## src/rtl/vml_sqrt.sv

```systemverilog
module vml_sqrt #(
    parameter int W  = 16,
    parameter int TW = 8
) (
    input  logic           i_clk,
    input  logic           i_rst_n,
    input  logic           i_en,
    input  logic           i_valid,
    input  logic [2*W-1:0] i_rad,
    input  logic [TW-1:0]  i_tag,
    output logic           o_valid,
    output logic [W-1:0]   o_root,
    output logic [TW-1:0]  o_tag
);

    logic           r_vld  [W];
    logic [2*W-1:0] r_rad  [W];
    logic [W+1:0]   r_rem  [W];
    logic [W-1:0]   r_root [W];
    logic [TW-1:0]  r_tag  [W];

    // one root bit per stage, most significant first
    for (genvar s = 0; s < W; s++) begin : g_stage
        localparam int K = W - 1 - s;
        logic           vld_in;
        logic [2*W-1:0] rad_in;
        logic [W+1:0]   rem_in;
        logic [W-1:0]   root_in;
        logic [TW-1:0]  tag_in;
        logic [W+1:0]   rem_sh;
        logic [W+1:0]   trial;
        logic           ge;
        logic [W+1:0]   n_rem;
        logic [W-1:0]   n_root;

        if (s == 0) begin : g_first
            assign vld_in  = i_valid;
            assign rad_in  = i_rad;
            assign rem_in  = '0;
            assign root_in = '0;
            assign tag_in  = i_tag;
        end else begin : g_next
            assign vld_in  = r_vld[s-1];
            assign rad_in  = r_rad[s-1];
            assign rem_in  = r_rem[s-1];
            assign root_in = r_root[s-1];
            assign tag_in  = r_tag[s-1];
        end

        always_comb begin
            rem_sh = {rem_in[W-1:0], rad_in[2*K+1 -: 2]};
            trial  = {root_in, 2'b01};
            ge     = rem_sh >= trial;
            n_rem  = ge ? rem_sh - trial : rem_sh;
            n_root = {root_in[W-2:0], ge};
        end

        always_ff @(posedge i_clk) begin
            if (!i_rst_n) begin
                r_vld[s] <= 1'b0;
            end else if (i_en) begin
                r_vld[s] <= vld_in;
            end
        end

        always_ff @(posedge i_clk) begin
            if (i_en) begin
                r_rad[s]  <= rad_in;
                r_rem[s]  <= n_rem;
                r_root[s] <= n_root;
                r_tag[s]  <= tag_in;
            end
        end
    end

    assign o_valid = r_vld[W-1];
    assign o_root  = r_root[W-1];
    assign o_tag   = r_tag[W-1];

endmodule

```

## config.mk

```make
export PLATFORM = sky130hd
export DESIGN_NAME = vml_sqrt
export DESIGN_NICKNAME = d
export VERILOG_FILES = /design/src/rtl/vml_sqrt.sv
export SDC_FILE = /design/constraint.sdc
export NUM_CORES = 1
export LEC_CHECK = 0
export BUFFER_PORTS_ARGS = -buffer_cell sky130_fd_sc_hd__buf_4
export CORE_MARGIN = 3
export CORE_UTILIZATION = 60
export DETAILED_ROUTE_END_ITERATION = 7
export PLACE_DENSITY_LB_ADDON = 0.08
export SLEW_MARGIN = 20
export SYNTH_ARGS = -nofsm -noshare
export SYNTH_HDL_FRONTEND = slang
export SYNTH_SLANG_ARGS = --single-unit
```

## constraint.sdc

```tcl
create_clock -name i_clk -period 8.32 [get_ports i_clk]
set_clock_uncertainty 0.05 [all_clocks]
set_input_delay 1.664 -clock i_clk [delete_from_list [all_inputs] [get_ports i_clk]]
set_output_delay 1.664 -clock i_clk [all_outputs]
set_load 0.05 [all_outputs]
```

=== Yosys cells after proc, flatten, opt, wreduce, memory -nomap -nowiden ===
Memories as Yosys holds them, arrays and structs flattened.
Index checks and enable logic that the tools add are counted.
Widths: inputs -> output; s select.

* Add/subtract/negate cells: 16
* Order comparisons: 16
* Muxes and demuxes: 37
* Bitwise operators: 16

{| class="wikitable"
|+ Operators with widths
! operator !! number
|-
| $mux 18 || 16
|-
| $ge 18x18->1 || 15
|-
| $sub 18x18->18 || 15
|-
| $mux 1 || 21
|-
| $or 1x1->1 || 16
|-
| $sub 2x1->3 const B || 1
|-
| $ge 2x1->1 const B || 1
|}

* Register bits: 0
* Bits in writable memories: 1200
* Output and inout port bits: 25
* Logic and storage cells: 90
* Memories kept: 5

{| class="wikitable"
|+ Memories
! memory !! depth !! bits a word !! read ports !! clocked after Yosys merged registers in !! wr ports !! RTL line !! text
|-
| r_rad || 16 || 32 || 15 || 0 || 16 || 17 || <nowiki>logic [2*W-1:0] r_rad [W];</nowiki>
|-
| r_rem || 16 || 18 || 15 || 0 || 16 || 18 || <nowiki>logic [W+1:0] r_rem [W];</nowiki>
|-
| r_root || 16 || 16 || 16 || 0 || 16 || 19 || <nowiki>logic [W-1:0] r_root [W];</nowiki>
|-
| r_tag || 16 || 8 || 16 || 0 || 16 || 20 || <nowiki>logic [TW-1:0] r_tag [W];</nowiki>
|-
| r_vld || 16 || 1 || 16 || 0 || 16 || 16 || <nowiki>logic r_vld [W];</nowiki>
|}

=== Depth between registers and ports, before layout ===
* Depth after elaboration: 4
* Mapped depth: 12

=== Worst setup path before layout ===
OpenSTA, ideal clock, no wires.

* Path type: flip-flop to flip-flop
* Start: memory r_rem[1][0] (netlist name)
* End: memory r_rem[2][13] (netlist name), data pin
* Library setup time: 259 ps
* Arrival: 2345 ps
* Setup slack: 5665 ps
* Stages on the path, launching flop included: 10
* Path buffers: 1
* Cells stage by stage: edfxtp_1 ha_1 nor2b_1 o21ai_0 or4b_1 buf_6 and4bb_4 nor2b_4 and3_2 or2_1

{| class="wikitable"
|+ RTL lines
! item !! RTL line
|-
| from (decl) || 18
|}

==> flow_summary.ini <==
[detailed_routing]
via_per_inst = 5.593
dr.pass1.iters = 5
drc = 0
routedWlPerCell_um = 17.35
antenna_left = 0
postRouteWirelength_um = 52860
via_count = 17037
drt_iter0_drc = 1112

[clock_tree]
clkSinkCount = 744
clk_path_buf_depth = 3
root_buffer = clkbuf_16
clkLatencyLatePin_ns = 0.62
postCtsHoldBufs = 0
htreeDepth = 3
cts_setup_buffers = 0
cts_tree = done
path_clk_slew_ns = 0.06
cts_resized = 0
cts_made_buffers = 75

[synthesis]
syn_area_um2 = 31790
synth_cell_types = 74
synth_nets = 2373
ys.flop_type = edfxtp_1
synth.avg_cell_area_um2 = 14.60
synthTopCellsByArea = edfxtp_1 (70%), ha_1 (6.0%), xor2_1 (2.2%), xnor2_1 (2.2%), inv_1 (2.1%)
synth-edff-count = 743
synth_seq_cells = 744
synthArstFlopShare_pct = 0
synth_commonest_cells = edfxtp_1 (743), inv_1 (178), ha_1 (152)
synth_top_area_share_pct = 70.19
synthCells = 2177
seq_area_frac_synth_pct = 70.25
synth_largest_area_cell = edfxtp_1
yosysWarnings = 0
yosysMostFrequentCell = edfxtp_1

[power]
clock_power_share_pct = 35.7
sequentialPowerShare_pct = 50.2
power_density_nw_per_um2 = 268.6
ir_drop_uv = 207.9
power_frac_comb_pct = 14.0
intPower_uw = 7227
switching_share_pct = 24.69
power.switching_uw = 2369
power.leakage_uw = 0.01376

[floorplan]
start_util_pct = 61.34
rows = 83
die_area_um2 = 55780
core_area_um2 = 51820
die_w_um = 236.2
fp.dieH_um = 236.2
ios = 69

[setup_path]
critPathCapture = r_rem[13][13]
cp_slowest_cell = clkinv_1
path_max_fanout = 25
max_stage_delay_ns = 0.76
worstSetupStartpoint = r_rem[12][7]
ff2ff_setup_slack_ns = 4.64
worstReg2RegStart = r_rem[12][7]
path_cells = ha_1 > nand4_1 > nor3_1 > a311oi_1 > o21a_1 > a21boi_1 > clkinv_1 > mux2_2
arrival_ns = 3.99
cp_top_family = compound AO/OA/AOI/OAI gates
cp-end-kind = flop
cp-start-kind = flop
worstSetupPathType = flop to flop
path_buf_inv = 1
timing.rr.end = r_rem[13][13]
worst-path-stages = 8
rr_worst_depth = 8
cp.required_ns = 8.64

[timing]
period_share_pct = 44.17
fin_tns_setup_ns = 0
setup_viol = 0
rsz0062_at_grt = no
period_needed_ns = 3.675
worst_pin_slew_ns = 1.052
slew_viol_final = 0
final-hold-violation-count = 0
whs_ns = 0.3523
clock.fmax_ghz = 0.2721
max-slew-margin-rel_pct = 29.87

[cells_and_area]
areaGrowthSynthToFinish_pct = 12.40
antenna_cells = 0
nets = 2501
final_layout_size_suffix_gt1_share_pct = 10.52

[placement]
dpl.hpwl_um = 35050
place_congestion = 0.8804
port_buffers = 68

[grt]
grt_max_degree = 198
overflow = 0
grt_usage_pct = 19.20
grt_pass1_wl_um = 86060
grt_pass1_vias = 16971
antenna_found_initial = 0

[run_status]
status = finished clean

[min_path]
worst_hold_path_type = flop to flop

[run]
cap_violations = 0
[worst min-delay path by stage]
stage | from | endpoint | cells after the start
6_report | r_rad[1][25] | r_rad[2][25] | 0
5_1_grt | r_rad[0][23] | r_rad[1][23] | 0
4_1_cts | r_rad[1][25] | r_rad[2][25] | 0
3_5_place_dp | r_rad[9][1] | r_rad[10][1] | 0
3_3_place_gp | r_rad[0][10] | r_rad[1][10] | 0
2_1_floorplan | r_rad[9][0] | r_rad[10][0] | 0
[per-layer routing]
| metal | share of wire (%) | GRT usage (%) | vias to the layer above |
|---|---|---|---|
| li1 | - | - | 8381 |
| met5 | 0 | 0 | - |
| met4 | 2.9 | 7.257 | 0 |
| met3 | 4.3 | 3.262 | 110 |
| met2 | 48 | 31.28 | 384 |
| met1 | 45 | 26.29 | 8162 |
[layout by cell type, fill, tap and decap left out, types with 7 or more instances in the layout]
cell type    n
nor2b_1     27
xnor2_1     79
clkinv_2    10
edfxtp_1   743
o31ai_1      9
bufinv_16   10
o211ai_1    14
mux2_2      40
nand4_1     22
mux2i_1      8
o21a_1      29
nand3_1     34
a31oi_1      7
and3_1      24
nand2b_1    19
a211oi_1    15
clkbuf_1    10
o21ai_0     97
o31a_1       7
xor2_1      81
nor4_1      19
a21o_1      37
buf_4       73
nor2_1     142
clkinv_1    19
nand2_1     92
and2_1       8
clkbuf_16   76
inv_1      178
a21oi_1    116
ha_1       152
nor3_1      46
o21bai_1     9
or3_1       18
[kinds of logic after synthesis]
family                   Yosys count  synth area share [%]
adder cells (fa/ha/maj)          152                 5.983
other                              1               0.01180
buffers and inverters            206                 2.511
multiplexers                      48                 1.669
AO/OA/AOI/OAI                    378                 7.392
AND/OR/NAND/NOR                  488                 7.774
XOR/XNOR                         160                 4.408
flip-flops                       744                 70.25
[layout make-up]
| class | instances | area, um2 |
|---|---|---|
| clock inverter | 52 | 651.9 |
| sequential | 744 | 22330 |
| fill | 3467 | 16090 |
| inverter | 180 | 675.6 |
| multi-input combinational | 1227 | 8658 |
| clock buffer | 86 | 1939 |
| timing repair buffer | 77 | 623.1 |
| tap | 680 | 850.8 |
[registers in the layout, summed over array words and instances (netlist names)]
signal,cells
r_rad,240
r_rem,224
r_root,136
r_tag,128
r_vld,16
[through the flow]
stage               area [um2]  setup slack [ns]  total power (uW)  cells  utilization [%]
floorplan                31790             5.665              5808   2177                -
global placement         33140             4.546              6184   2908            63.95
detailed placement       33140             4.490              6233   2908            63.95
CTS                      35730             4.665              9716   3046            68.95
global route             35730             4.422             10060   3046            68.95
finish                   35730             4.645              9597   3046            68.95
[worst register-to-register path, stage by stage, from the launching register on]
cell and delay, ns:
edfxtp_1 0.40, ha_1 0.43, nand4_1 0.18, nor3_1 0.10, a311oi_1 0.41, o21a_1 0.18
a21boi_1 0.37, clkinv_1 0.77, mux2_2 0.54
[power by group through the flow]
stage / Combinational [uW] / Clock [uW] / Sequential (uW)
final: 1350 / 3430 / 4820
after global placement: 1300 / 0 / 4880
after CTS: 1350 / 3540 / 4820
after global routing: 1510 / 3690 / 4860
after floorplan: 972 / 0 / 4840
after detailed placement: 1340 / 0 / 4900
Power figures use the tool's default switching activity.
