--- config.mk ---
export PLATFORM = sky130hd
export DESIGN_NAME = vml_div
export DESIGN_NICKNAME = d
export VERILOG_FILES = /design/src/rtl/vml_div.sv
export SDC_FILE = /design/constraint.sdc
export NUM_CORES = 1
export LEC_CHECK = 0
export CAP_MARGIN = 20
export CORE_MARGIN = 10
export CORE_UTILIZATION = 45
export DETAILED_ROUTE_END_ITERATION = 8
export DONT_BUFFER_PORTS = 1
export PLACE_DENSITY_LB_ADDON = 0.15
export REMOVE_ABC_BUFFERS = 1
export SLEW_MARGIN = 25
export SYNTH_ARGS = -nofsm -noshare
export SYNTH_HDL_FRONTEND = slang
export SYNTH_SLANG_ARGS = --single-unit
--- constraint.sdc ---
create_clock -name i_clk -period 3.1 [get_ports i_clk]
set_input_delay 0.155 -clock i_clk [delete_from_list [all_inputs] [get_ports i_clk]]
set_output_delay 0.155 -clock i_clk [all_outputs]
set_load 0.01 [all_outputs]
--- src/rtl/vml_div.sv ---
module vml_div #(
    parameter int W  = 16,
    parameter int LW = 16,
    parameter int TW = 8
) (
    input  logic            i_clk,
    input  logic            i_rst_n,
    input  logic            i_en,
    input  logic            i_valid,
    input  logic [W+LW-1:0] i_num,
    input  logic [W-1:0]    i_den,
    input  logic [TW-1:0]   i_tag,
    output logic            o_valid,
    output logic [W-1:0]    o_quo,
    output logic [TW-1:0]   o_tag
);

    logic            r_vld [W];
    logic [W+LW-1:0] r_num [W];
    logic [W-1:0]    r_den [W];
    logic [W-1:0]    r_rem [W];
    logic [W-1:0]    r_quo [W];
    logic [TW-1:0]   r_tag [W];

    // quotient fits W bits, so the upper dividend part starts below the divisor
    for (genvar s = 0; s < W; s++) begin : g_stage
        localparam int K = W - 1 - s;
        logic            vld_in;
        logic [W+LW-1:0] num_in;
        logic [W-1:0]    den_in;
        logic [W-1:0]    rem_in;
        logic [W-1:0]    quo_in;
        logic [TW-1:0]   tag_in;
        logic [W:0]      trial;
        logic            ge;
        logic [W-1:0]    n_rem;
        logic [W-1:0]    n_quo;

        if (s == 0) begin : g_first
            assign vld_in = i_valid;
            assign num_in = i_num;
            assign den_in = i_den;
            assign rem_in = W'(i_num[W+LW-1:W]);
            assign quo_in = '0;
            assign tag_in = i_tag;
        end else begin : g_next
            assign vld_in = r_vld[s-1];
            assign num_in = r_num[s-1];
            assign den_in = r_den[s-1];
            assign rem_in = r_rem[s-1];
            assign quo_in = r_quo[s-1];
            assign tag_in = r_tag[s-1];
        end

        always_comb begin
            trial = {rem_in, num_in[K]};
            ge    = trial >= {1'b0, den_in};
            n_rem = ge ? W'(trial - {1'b0, den_in}) : trial[W-1:0];
            n_quo = {quo_in[W-2:0], ge};
        end

        always_ff @(posedge i_clk) begin
            if (!i_rst_n) begin
                r_vld[s] <= 1'b0;
            end else if (i_en) begin
                r_vld[s] <= vld_in;
            end
        end

        always_ff @(posedge i_clk) begin
            if (i_en) begin
                r_num[s] <= num_in;
                r_den[s] <= den_in;
                r_rem[s] <= n_rem;
                r_quo[s] <= n_quo;
                r_tag[s] <= tag_in;
            end
        end
    end

    assign o_valid = r_vld[W-1];
    assign o_quo   = r_quo[W-1];
    assign o_tag   = r_tag[W-1];

endmodule

* Yosys cells after proc, flatten, opt, wreduce, memory -nomap -nowiden
Memory sizes are Yosys's and may differ from the RTL's. Cells that the tools add are included.
Word-level totals: flip-flop bits (word level) 0, RAM bits 1424, output and inout port bits 25, word-level logic and storage cells 91, memories 6
Cells by class: add/sub/neg operators 16, $lt $le $gt $ge 16, multiplexer cells 37, bitwise logic cells 16
Memories:
- r_num | words 16, bits a word 32, rd ports 15, clocked after Yosys merged registers in 0, write ports 16, line 19 | logic [W+LW-1:0] r_num [W];
- r_den | words 16, bits a word 16, rd ports 15, clocked after Yosys merged registers in 0, write ports 16, line 20 | logic [W-1:0] r_den [W];
- r_quo | words 16, bits a word 16, rd ports 16, clocked after Yosys merged registers in 0, write ports 16, line 22 | logic [W-1:0] r_quo [W];
- r_rem | words 16, bits a word 16, rd ports 15, clocked after Yosys merged registers in 0, write ports 16, line 21 | logic [W-1:0] r_rem [W];
- r_tag | words 16, bits a word 8, rd ports 16, clocked after Yosys merged registers in 0, write ports 16, line 23 | logic [TW-1:0] r_tag [W];
- r_vld | words 16, bits a word 1, rd ports 16, clocked after Yosys merged registers in 0, write ports 16, line 18 | logic r_vld [W];
Operators by type and width (count):
- greater-or-equal comparator 17 x 16 -> 1 bit | 16
- two-way mux 16 bit | 16
- subtractor 16 bit | 16
- two-way mux 1 bit | 21
- bitwise OR 1 bit | 16

* Depth between registers and ports, before layout
Gate-level depths: netlist of run 1.
depth in word-level cells 4, mapped depth 12, mapped depth without buffers 11

* Least setup slack after synthesis of run 1
No wires, ideal clock.
kind reg-to-reg, start memory r_den[9][1], end memory r_rem[10][10], data pin, library setup time 0.260 ns, arrival 2.824 ns, slack 0.016 ns, stages on the path, launching flop included 12, buffers on the path 1, period minus slack after synthesis 3.084 ns, path through edfxtp_1 > inv_1 > ha_1 > nor2b_1 > o31ai_1 > a211oi_1 > or4_1 > a31o_2 > o21a_1 > nor3_4 > buf_8 > mux2_4
RTL lines (line):
- from (decl) | 20
- to (decl) | 21

==> qor.yml, run 1 <==
run_status:
  status: "finished, final reports clean"
power_and_ir_drop:
  report.power.total_mw: 45.5
  intPower_mw: 30.9
  p_leak_nw: 18.5
  p_sw_share_pct: 32.0
  power_density_mw_per_mm2: 958
  peakVddDrop_v: 0.000452
  sequential_share_of_power_pct: 39.0
  clock_power_share_pct: 24.6
  comb_power_share_pct: 36.3
  switching_power_mw: 14.6
die:
  fp.coreArea_mm2: 0.0914
  dieHeight_um: 323
  die_area_mm2: 0.104
  ios: 85
  fp-row-count: 111
  initial_core_util_pct: 45.2
  fp.dieW_um: 323
timing:
  finalWorstPathRequiredPeriod_ps: 3030
  final_critical_path_setup_slack_ps: 74.8
  final_max_slew_viol_count: 0
  worst_slew_pin_slew_ps: 991
  post_route_setup_tns_ps: 0
  finClkSkew_ps: 39.0
  finalHoldViolCount: 0
  slew_headroom_pct: 33.9
  final_min_period_over_clock_period_pct: 97.6
  holdWs_ps: 40.6
  max_clock_freq_ghz: 0.331
  report.final.setup_viol: 0
  grt_setup_unrepaired: "yes"
cts:
  ctsRootBufferMaster: "sky130_fd_sc_hd__clkbuf_16"
  cts_tree: "built"
  numCtsBuffers: 95
  cts_htree_levels: 3
  clkSlewWorstSetupHoldPaths_ps: 60
  insertion_delay_ps: 690
  numClockSinks: 880
  maximum_clock_insertion_buffer_count: 3
placed_design:
  dp_hpwl_um: 55700
  post-place-ws_ps: -84.2
  gp_congestion: 0.880
  dp_cells: 4239
  postPlaceCellArea_mm2: 0.0434
  port-buffer-count: 0
worst_setup_path:
  path_max_fanout: 7
  critPathKind: "flop to flop"
  setup.worst_path.end_class: "flop"
  setup.worst_path.start_class: "flop"
  worst-endpoint-required_ps: 3500
  arrival_ps: 3430
synthesis:
  synth.lib_cells_used.distinct: 78
  synth_edf_count: 879
  synth_top_flop_cell: "sky130_fd_sc_hd__edfxtp_1"
  syn-mean-instance-area_um2: 13.7
  synth_area_leader_cell: "sky130_fd_sc_hd__edfxtp_1"
  synth.yosys.warnings: 0
  cell_types_with_the_highest_counts_after_synthesis: "sky130_fd_sc_hd__edfxtp_1 (879), sky130_fd_sc_hd__inv_1 (318), sky130_fd_sc_hd__ha_1 (256)"
  yosysTopAreaCellShare_pct: 63.9
  synth-seq-area-share_pct: 63.9
  post_synthesis_instance_total: 3009
  synthArstFlopShare_pct: 0
  yosys-top-cells-area: "sky130_fd_sc_hd__edfxtp_1 (64%), sky130_fd_sc_hd__ha_1 (7.7%), sky130_fd_sc_hd__mux2_2 (3.4%)"
  syn_area_mm2: 0.0413
  most_numerous_cell_in_the_yosys_netlist: "sky130_fd_sc_hd__edfxtp_1"
  synth-seq-cells: 880
detailed_routing:
  routedWlPerCell_um: 18.1
  drtIter0Drc: 1830
  wirelength_um: 81200
  route.detailed.vias_per_inst: 5.34
  num_vias: 23900
  post-route-drc-count: 0
  drt_pre_antenna_iters: 6
  ant_nets: 0
global_route:
  globalRouteTotalUtil_pct: 15.4
  first_pass_grt_wire_length_um: 129000
  number_of_global_route_vias_before_repair: 24000
  overflow: 0
  antenna_found_initial: 1
  grt_start_max_net_pins: 882
cells_and_area:
  final_layout_size_suffix_gt1_share_pct: 12.6
  finalCoreUtilization_pct: 51.9
  fillers: 7649
  antennaDiodeCount: 0
  area_growth_synth_to_finish_pct: 14.9
  finish.instance_area_mm2: 0.0475
  instances_no_fill: 4482
  finalNetCount: 3551
worst_hold_path:
  hold_path.class: "input port to flop"
run:
  drv_cap: 0
[layout by cell type, fill, tap and decap left out, types with 22 or more instances in the layout]
| cell type | netlist | routed |
|---|---|---|
| sky130_fd_sc_hd__ha_1 | 256 | 254 |
| sky130_fd_sc_hd__buf_4 | 1 | 76 |
| sky130_fd_sc_hd__xor2_1 | 57 | 57 |
| sky130_fd_sc_hd__and3_1 | 25 | 25 |
| sky130_fd_sc_hd__nor3_1 | 37 | 37 |
| sky130_fd_sc_hd__edfxtp_1 | 879 | 879 |
| sky130_fd_sc_hd__inv_1 | 318 | 317 |
| sky130_fd_sc_hd__a21o_1 | 52 | 52 |
| sky130_fd_sc_hd__nand3_1 | 40 | 40 |
| sky130_fd_sc_hd__nand2_1 | 145 | 145 |
| sky130_fd_sc_hd__nand2b_1 | 31 | 31 |
| sky130_fd_sc_hd__mux2_2 | 124 | 118 |
| sky130_fd_sc_hd__mux2i_1 | 22 | 22 |
| sky130_fd_sc_hd__nor2b_1 | 44 | 43 |
| sky130_fd_sc_hd__o21bai_1 | 24 | 24 |
| sky130_fd_sc_hd__o21ai_0 | 148 | 143 |
| sky130_fd_sc_hd__nand4_1 | 30 | 30 |
| sky130_fd_sc_hd__dlygate4sd3_1 | 0 | 59 |
| sky130_fd_sc_hd__o21a_1 | 61 | 61 |
| sky130_fd_sc_hd__a21oi_1 | 152 | 150 |
| sky130_fd_sc_hd__clkbuf_16 | 0 | 97 |
| sky130_fd_sc_hd__nor2_1 | 139 | 139 |
| sky130_fd_sc_hd__xnor2_1 | 112 | 112 |
[kinds of logic (layout without fill, tap and decap cells)]
logic type      count (synthesis)  count (layout)  synth area share [%]
simple gates                  546             546                  6.43
buf+inv                       357             644                  3.36
mux                           160             160                  4.36
xor+xnor                      169             169                  3.58
fa+ha+maj                     271             271                  8.48
compound gates                626             626                  9.89
flops                         880             880                  63.9
[power by group through the flow]
stage                     logic (mW)  registers, mW  clock network (mW)
final                           16.5           17.8                11.2
after global routing            18.3           18.0                12.2
after CTS                       16.1           17.8                11.6
after detailed placement        15.8           18.0                   0
after global placement          15.4           18.0                   0
after floorplan                 12.0           17.2                   0
[cell type report]
cell class | instances | area, um^2 | share of cell area (%)
Sequential cell | 880 | 26400 | 55.6
Inverter | 319 | 1200 | 2.53
Clock buffer | 111 | 2450 | 5.16
Clock inverter | 62 | 676 | 1.42
Multi-Input combinational cell | 1772 | 13700 | 28.9
Timing Repair Buffer | 152 | 1530 | 3.23
Tap cell | 1186 | 1480 | 3.13
[state kept, by name, indices dropped and copies added (netlist names)]
register,count
r_den,240
r_num,120
r_quo,136
r_rem,240
r_tag,128
r_vld,16
[critical path, stage by stage (launching register included)]
cell and delay (ps):
sky130_fd_sc_hd__edfxtp_1 420, sky130_fd_sc_hd__ha_1 300, sky130_fd_sc_hd__buf_4 160, sky130_fd_sc_hd__a21oi_2 160, sky130_fd_sc_hd__o21ai_2 90, sky130_fd_sc_hd__or4_4 520
sky130_fd_sc_hd__a31o_4 230, sky130_fd_sc_hd__o21a_1 200, sky130_fd_sc_hd__nor3_4 160, sky130_fd_sc_hd__buf_6 180, sky130_fd_sc_hd__mux2_4 300
[routing by layer]
metal  part of all wire, %  GRT usage, %  up-vias
li1                      -             -    11700
met2                    45          23.8      513
met5                     0             0        -
met3                   5.1          3.17      132
met4                   2.6          5.41        0
met1                    48          21.5    11600
[timing repair]
item                                   in CTS  in global routing
resized for setup                          13                 31
hold buffers                               58                  1
endpoints found under the hold margin     774                  7
pin swaps                                   9                 11
setup endpoints to repair                  22                141
cloned                                      0                  2
buffers inserted                            2                  2
[path summary, 6_finish.rpt]
kind                    to   startpoint  depth (start not counted)  slack [ps]
min reg2reg    r_num[8][2]  r_num[7][2]                          0         400
min            r_rem[0][2]     i_den[2]                          4          40
max          r_rem[10][14]  r_rem[9][6]                         10          70
max reg2reg  r_rem[10][14]  r_rem[9][6]                         10          70
Power figures use the tool's default switching activity.
==> inputs of run 2 (changes only) <==
--- a/config.mk
+++ b/config.mk
@@ -7,7 +7,7 @@
 export LEC_CHECK = 0
 export CAP_MARGIN = 20
 export CORE_MARGIN = 10
-export CORE_UTILIZATION = 45
+export CORE_UTILIZATION = 58
 export DETAILED_ROUTE_END_ITERATION = 8
 export DONT_BUFFER_PORTS = 1
 export PLACE_DENSITY_LB_ADDON = 0.15
==> qor.yml, run 2 (synthesized netlist as in run 1, its figures left out) <==
global_route:
  globalRouteTotalUtil_pct: 19.3
  overflow: 0
  first_pass_grt_wire_length_um: 127000
  number_of_global_route_vias_before_repair: 23600
  antenna_found_initial: 2
  grt_start_max_net_pins: 882
cts:
  clkSlewWorstSetupHoldPaths_ps: 60
  ctsRootBufferMaster: "sky130_fd_sc_hd__clkbuf_16"
  cts_tree: "built"
  cts_htree_levels: 3
  numClockSinks: 880
  maximum_clock_insertion_buffer_count: 3
  insertion_delay_ps: 670
  numCtsBuffers: 89
worst_setup_path:
  critical_r2r_capture: "r_rem[10][10]"
  r2r_slack_ps: 50
  arrival_ps: 3440
  count_of_buffering_cells_on_the_critical_path_with_inverters_included: 1
  critPathKind: "flop to flop"
  rr_worst_depth: 10
  setup.worst_path.start_class: "flop"
  cp_slowest_stage_delay_ps: 500
  path_max_fanout: 7
  crit_chain: "ha_4 > a21o_1 > a21oi_2 > o21ai_2 > or4_1 > a31o_2 > o21a_1 > nor3_4 > buf_6 > mux2_4"
  worst_setup_path_startpoint: "r_rem[9][5]"
  critPathSlowestCell: "sky130_fd_sc_hd__or4_1"
  worst-endpoint-required_ps: 3490
  timing.critical_path.max_delay_family: "compound AO/OA/AOI/OAI gates"
  setup.worst_path.end_class: "flop"
  worst_r2r_startpoint: "r_rem[9][5]"
cells_and_area:
  finalNetCount: 3545
  mostFrequentLayoutCell: "sky130_fd_sc_hd__edfxtp_1"
  finish.instance_area_mm2: 0.0472
  antennaDiodeCount: 0
  largestRegisters: "r_den x240, r_rem x240, r_quo x136"
  final_layout_size_suffix_gt1_share_pct: 12.8
  final_cell_mix: "sky130_fd_sc_hd__edfxtp_1 (879), sky130_fd_sc_hd__inv_1 (316), sky130_fd_sc_hd__ha_1 (252), sky130_fd_sc_hd__a21oi_1 (150), sky130_fd_sc_hd__nand2_1 (145)"
  area_growth_synth_to_finish_pct: 14.1
  fillers: 5001
timing:
  finalHoldViolCount: 0
  finalWorstPathRequiredPeriod_ps: 3050
  worst_slew_pin_slew_ps: 1120
  finClkSkew_ps: 39.6
  max_clock_freq_ghz: 0.327
  final_critical_path_setup_slack_ps: 46.4
  grt_setup_unrepaired: "yes"
  slew_headroom_pct: 25.3
  final_min_period_over_clock_period_pct: 98.5
  final_max_slew_viol_count: 0
  report.final.setup_viol: 0
die:
  dieHeight_um: 287
  ios: 85
  fp.coreArea_mm2: 0.0704
  die_area_mm2: 0.0823
  fp-row-count: 97
  fp.dieW_um: 287
  initial_core_util_pct: 58.7
placed_design:
  dp_hpwl_um: 54600
  post-place-ws_ps: -98.3
  port-buffer-count: 0
  postPlaceCellArea_mm2: 0.0430
  gp_congestion: 0.911
power_and_ir_drop:
  p_leak_nw: 18.5
  peakVddDrop_v: 0.000593
  report.power.total_mw: 45.4
  power_density_mw_per_mm2: 962
worst_hold_path:
  min-delay-start: "i_num[24]"
  worst_hold_path.endpoint: "r_rem[0][9]"
  hold_path.class: "input port to flop"
  min_delay_path_depth: 3
detailed_routing:
  drt_pre_antenna_iters: 6
  post-route-drc-count: 0
  routedWlPerCell_um: 18.9
  route.detailed.vias_per_inst: 5.63
  num_vias: 23800
  ant_nets: 0
  wirelength_um: 80000
  drtIter0Drc: 2052
run_status:
  status: "finished, final reports clean"
run:
  drv_cap: 0
==> run 2: worst register-to-register path, stage by stage, from the launching register on <==
cell	delay, ps
sky130_fd_sc_hd__edfxtp_1	430
sky130_fd_sc_hd__ha_4	280
sky130_fd_sc_hd__a21o_1	180
sky130_fd_sc_hd__a21oi_2	180
sky130_fd_sc_hd__o21ai_2	90
sky130_fd_sc_hd__or4_1	500
sky130_fd_sc_hd__a31o_2	250
sky130_fd_sc_hd__o21a_1	190
sky130_fd_sc_hd__nor3_4	210
sky130_fd_sc_hd__buf_6	190
sky130_fd_sc_hd__mux2_4	300
==> run 2: what timing repair did <==
action	in CTS	in global routing
setup endpoints to repair	26	175
resized for setup	14	43
hold buffers	57	1
endpoints found under the hold margin	743	9
setup buffers	3	9
pin swaps	9	11
gates cloned	0	2
==> run 2: how the worst max path moves through the flow <==
stage	to	slack, ps	depth (start not counted)
floorplan	r_rem[0][13]	-470	9
global placement	r_rem[10][7]	-50	11
detailed placement	r_rem[14][7]	-100	11
CTS	r_rem[10][6]	7	9
global route	r_rem[10][10]	-60	10
finish	r_rem[10][10]	50	10
==> run 2: power by group <==
part	switching (mW)	internal (mW)
combinational	8.52	8.06
clock	4.56	6.39
sequential	1.44	16.4
==> run 2: per-layer routing <==
metal | up-vias | part of all wire, % | track usage [%] | routed length [um]
met5 | - | 0.016 | 0 | 13
met4 | 2 | 3.2 | 6.27 | 2570
met3 | 166 | 5.0 | 3.45 | 4030
met2 | 612 | 44 | 29.1 | 35500
met1 | 11400 | 47 | 28.1 | 37900
li1 | 11600 | - | - | -
==> run 2: metrics by stage <==
step / TNS [ps] / util, % / std cells / hold slack (ps)
after global routing: -929 / 67.0 / 4226 / 40.9
after global placement: -536 / 61.1 / 3987 / 254
final: 0 / 67.0 / 4226 / 54.1
after CTS: 0 / 66.4 / 4210 / -370
after detailed placement: -1770 / 61.1 / 3987 / 254
after floorplan: -17670 / - / 2971 / 254
==> run 2: layout make-up <==
cell class | instances | area, um^2 | area share [%]
clock buffers | 113 | 2360 | 5.00
clock inverters | 50 | 709 | 1.50
inverters | 319 | 1200 | 2.54
multi-input cells | 1772 | 13800 | 29.3
flip-flops and latches | 880 | 26400 | 56.0
well taps | 940 | 1180 | 2.49
repair buffers | 152 | 1500 | 3.18
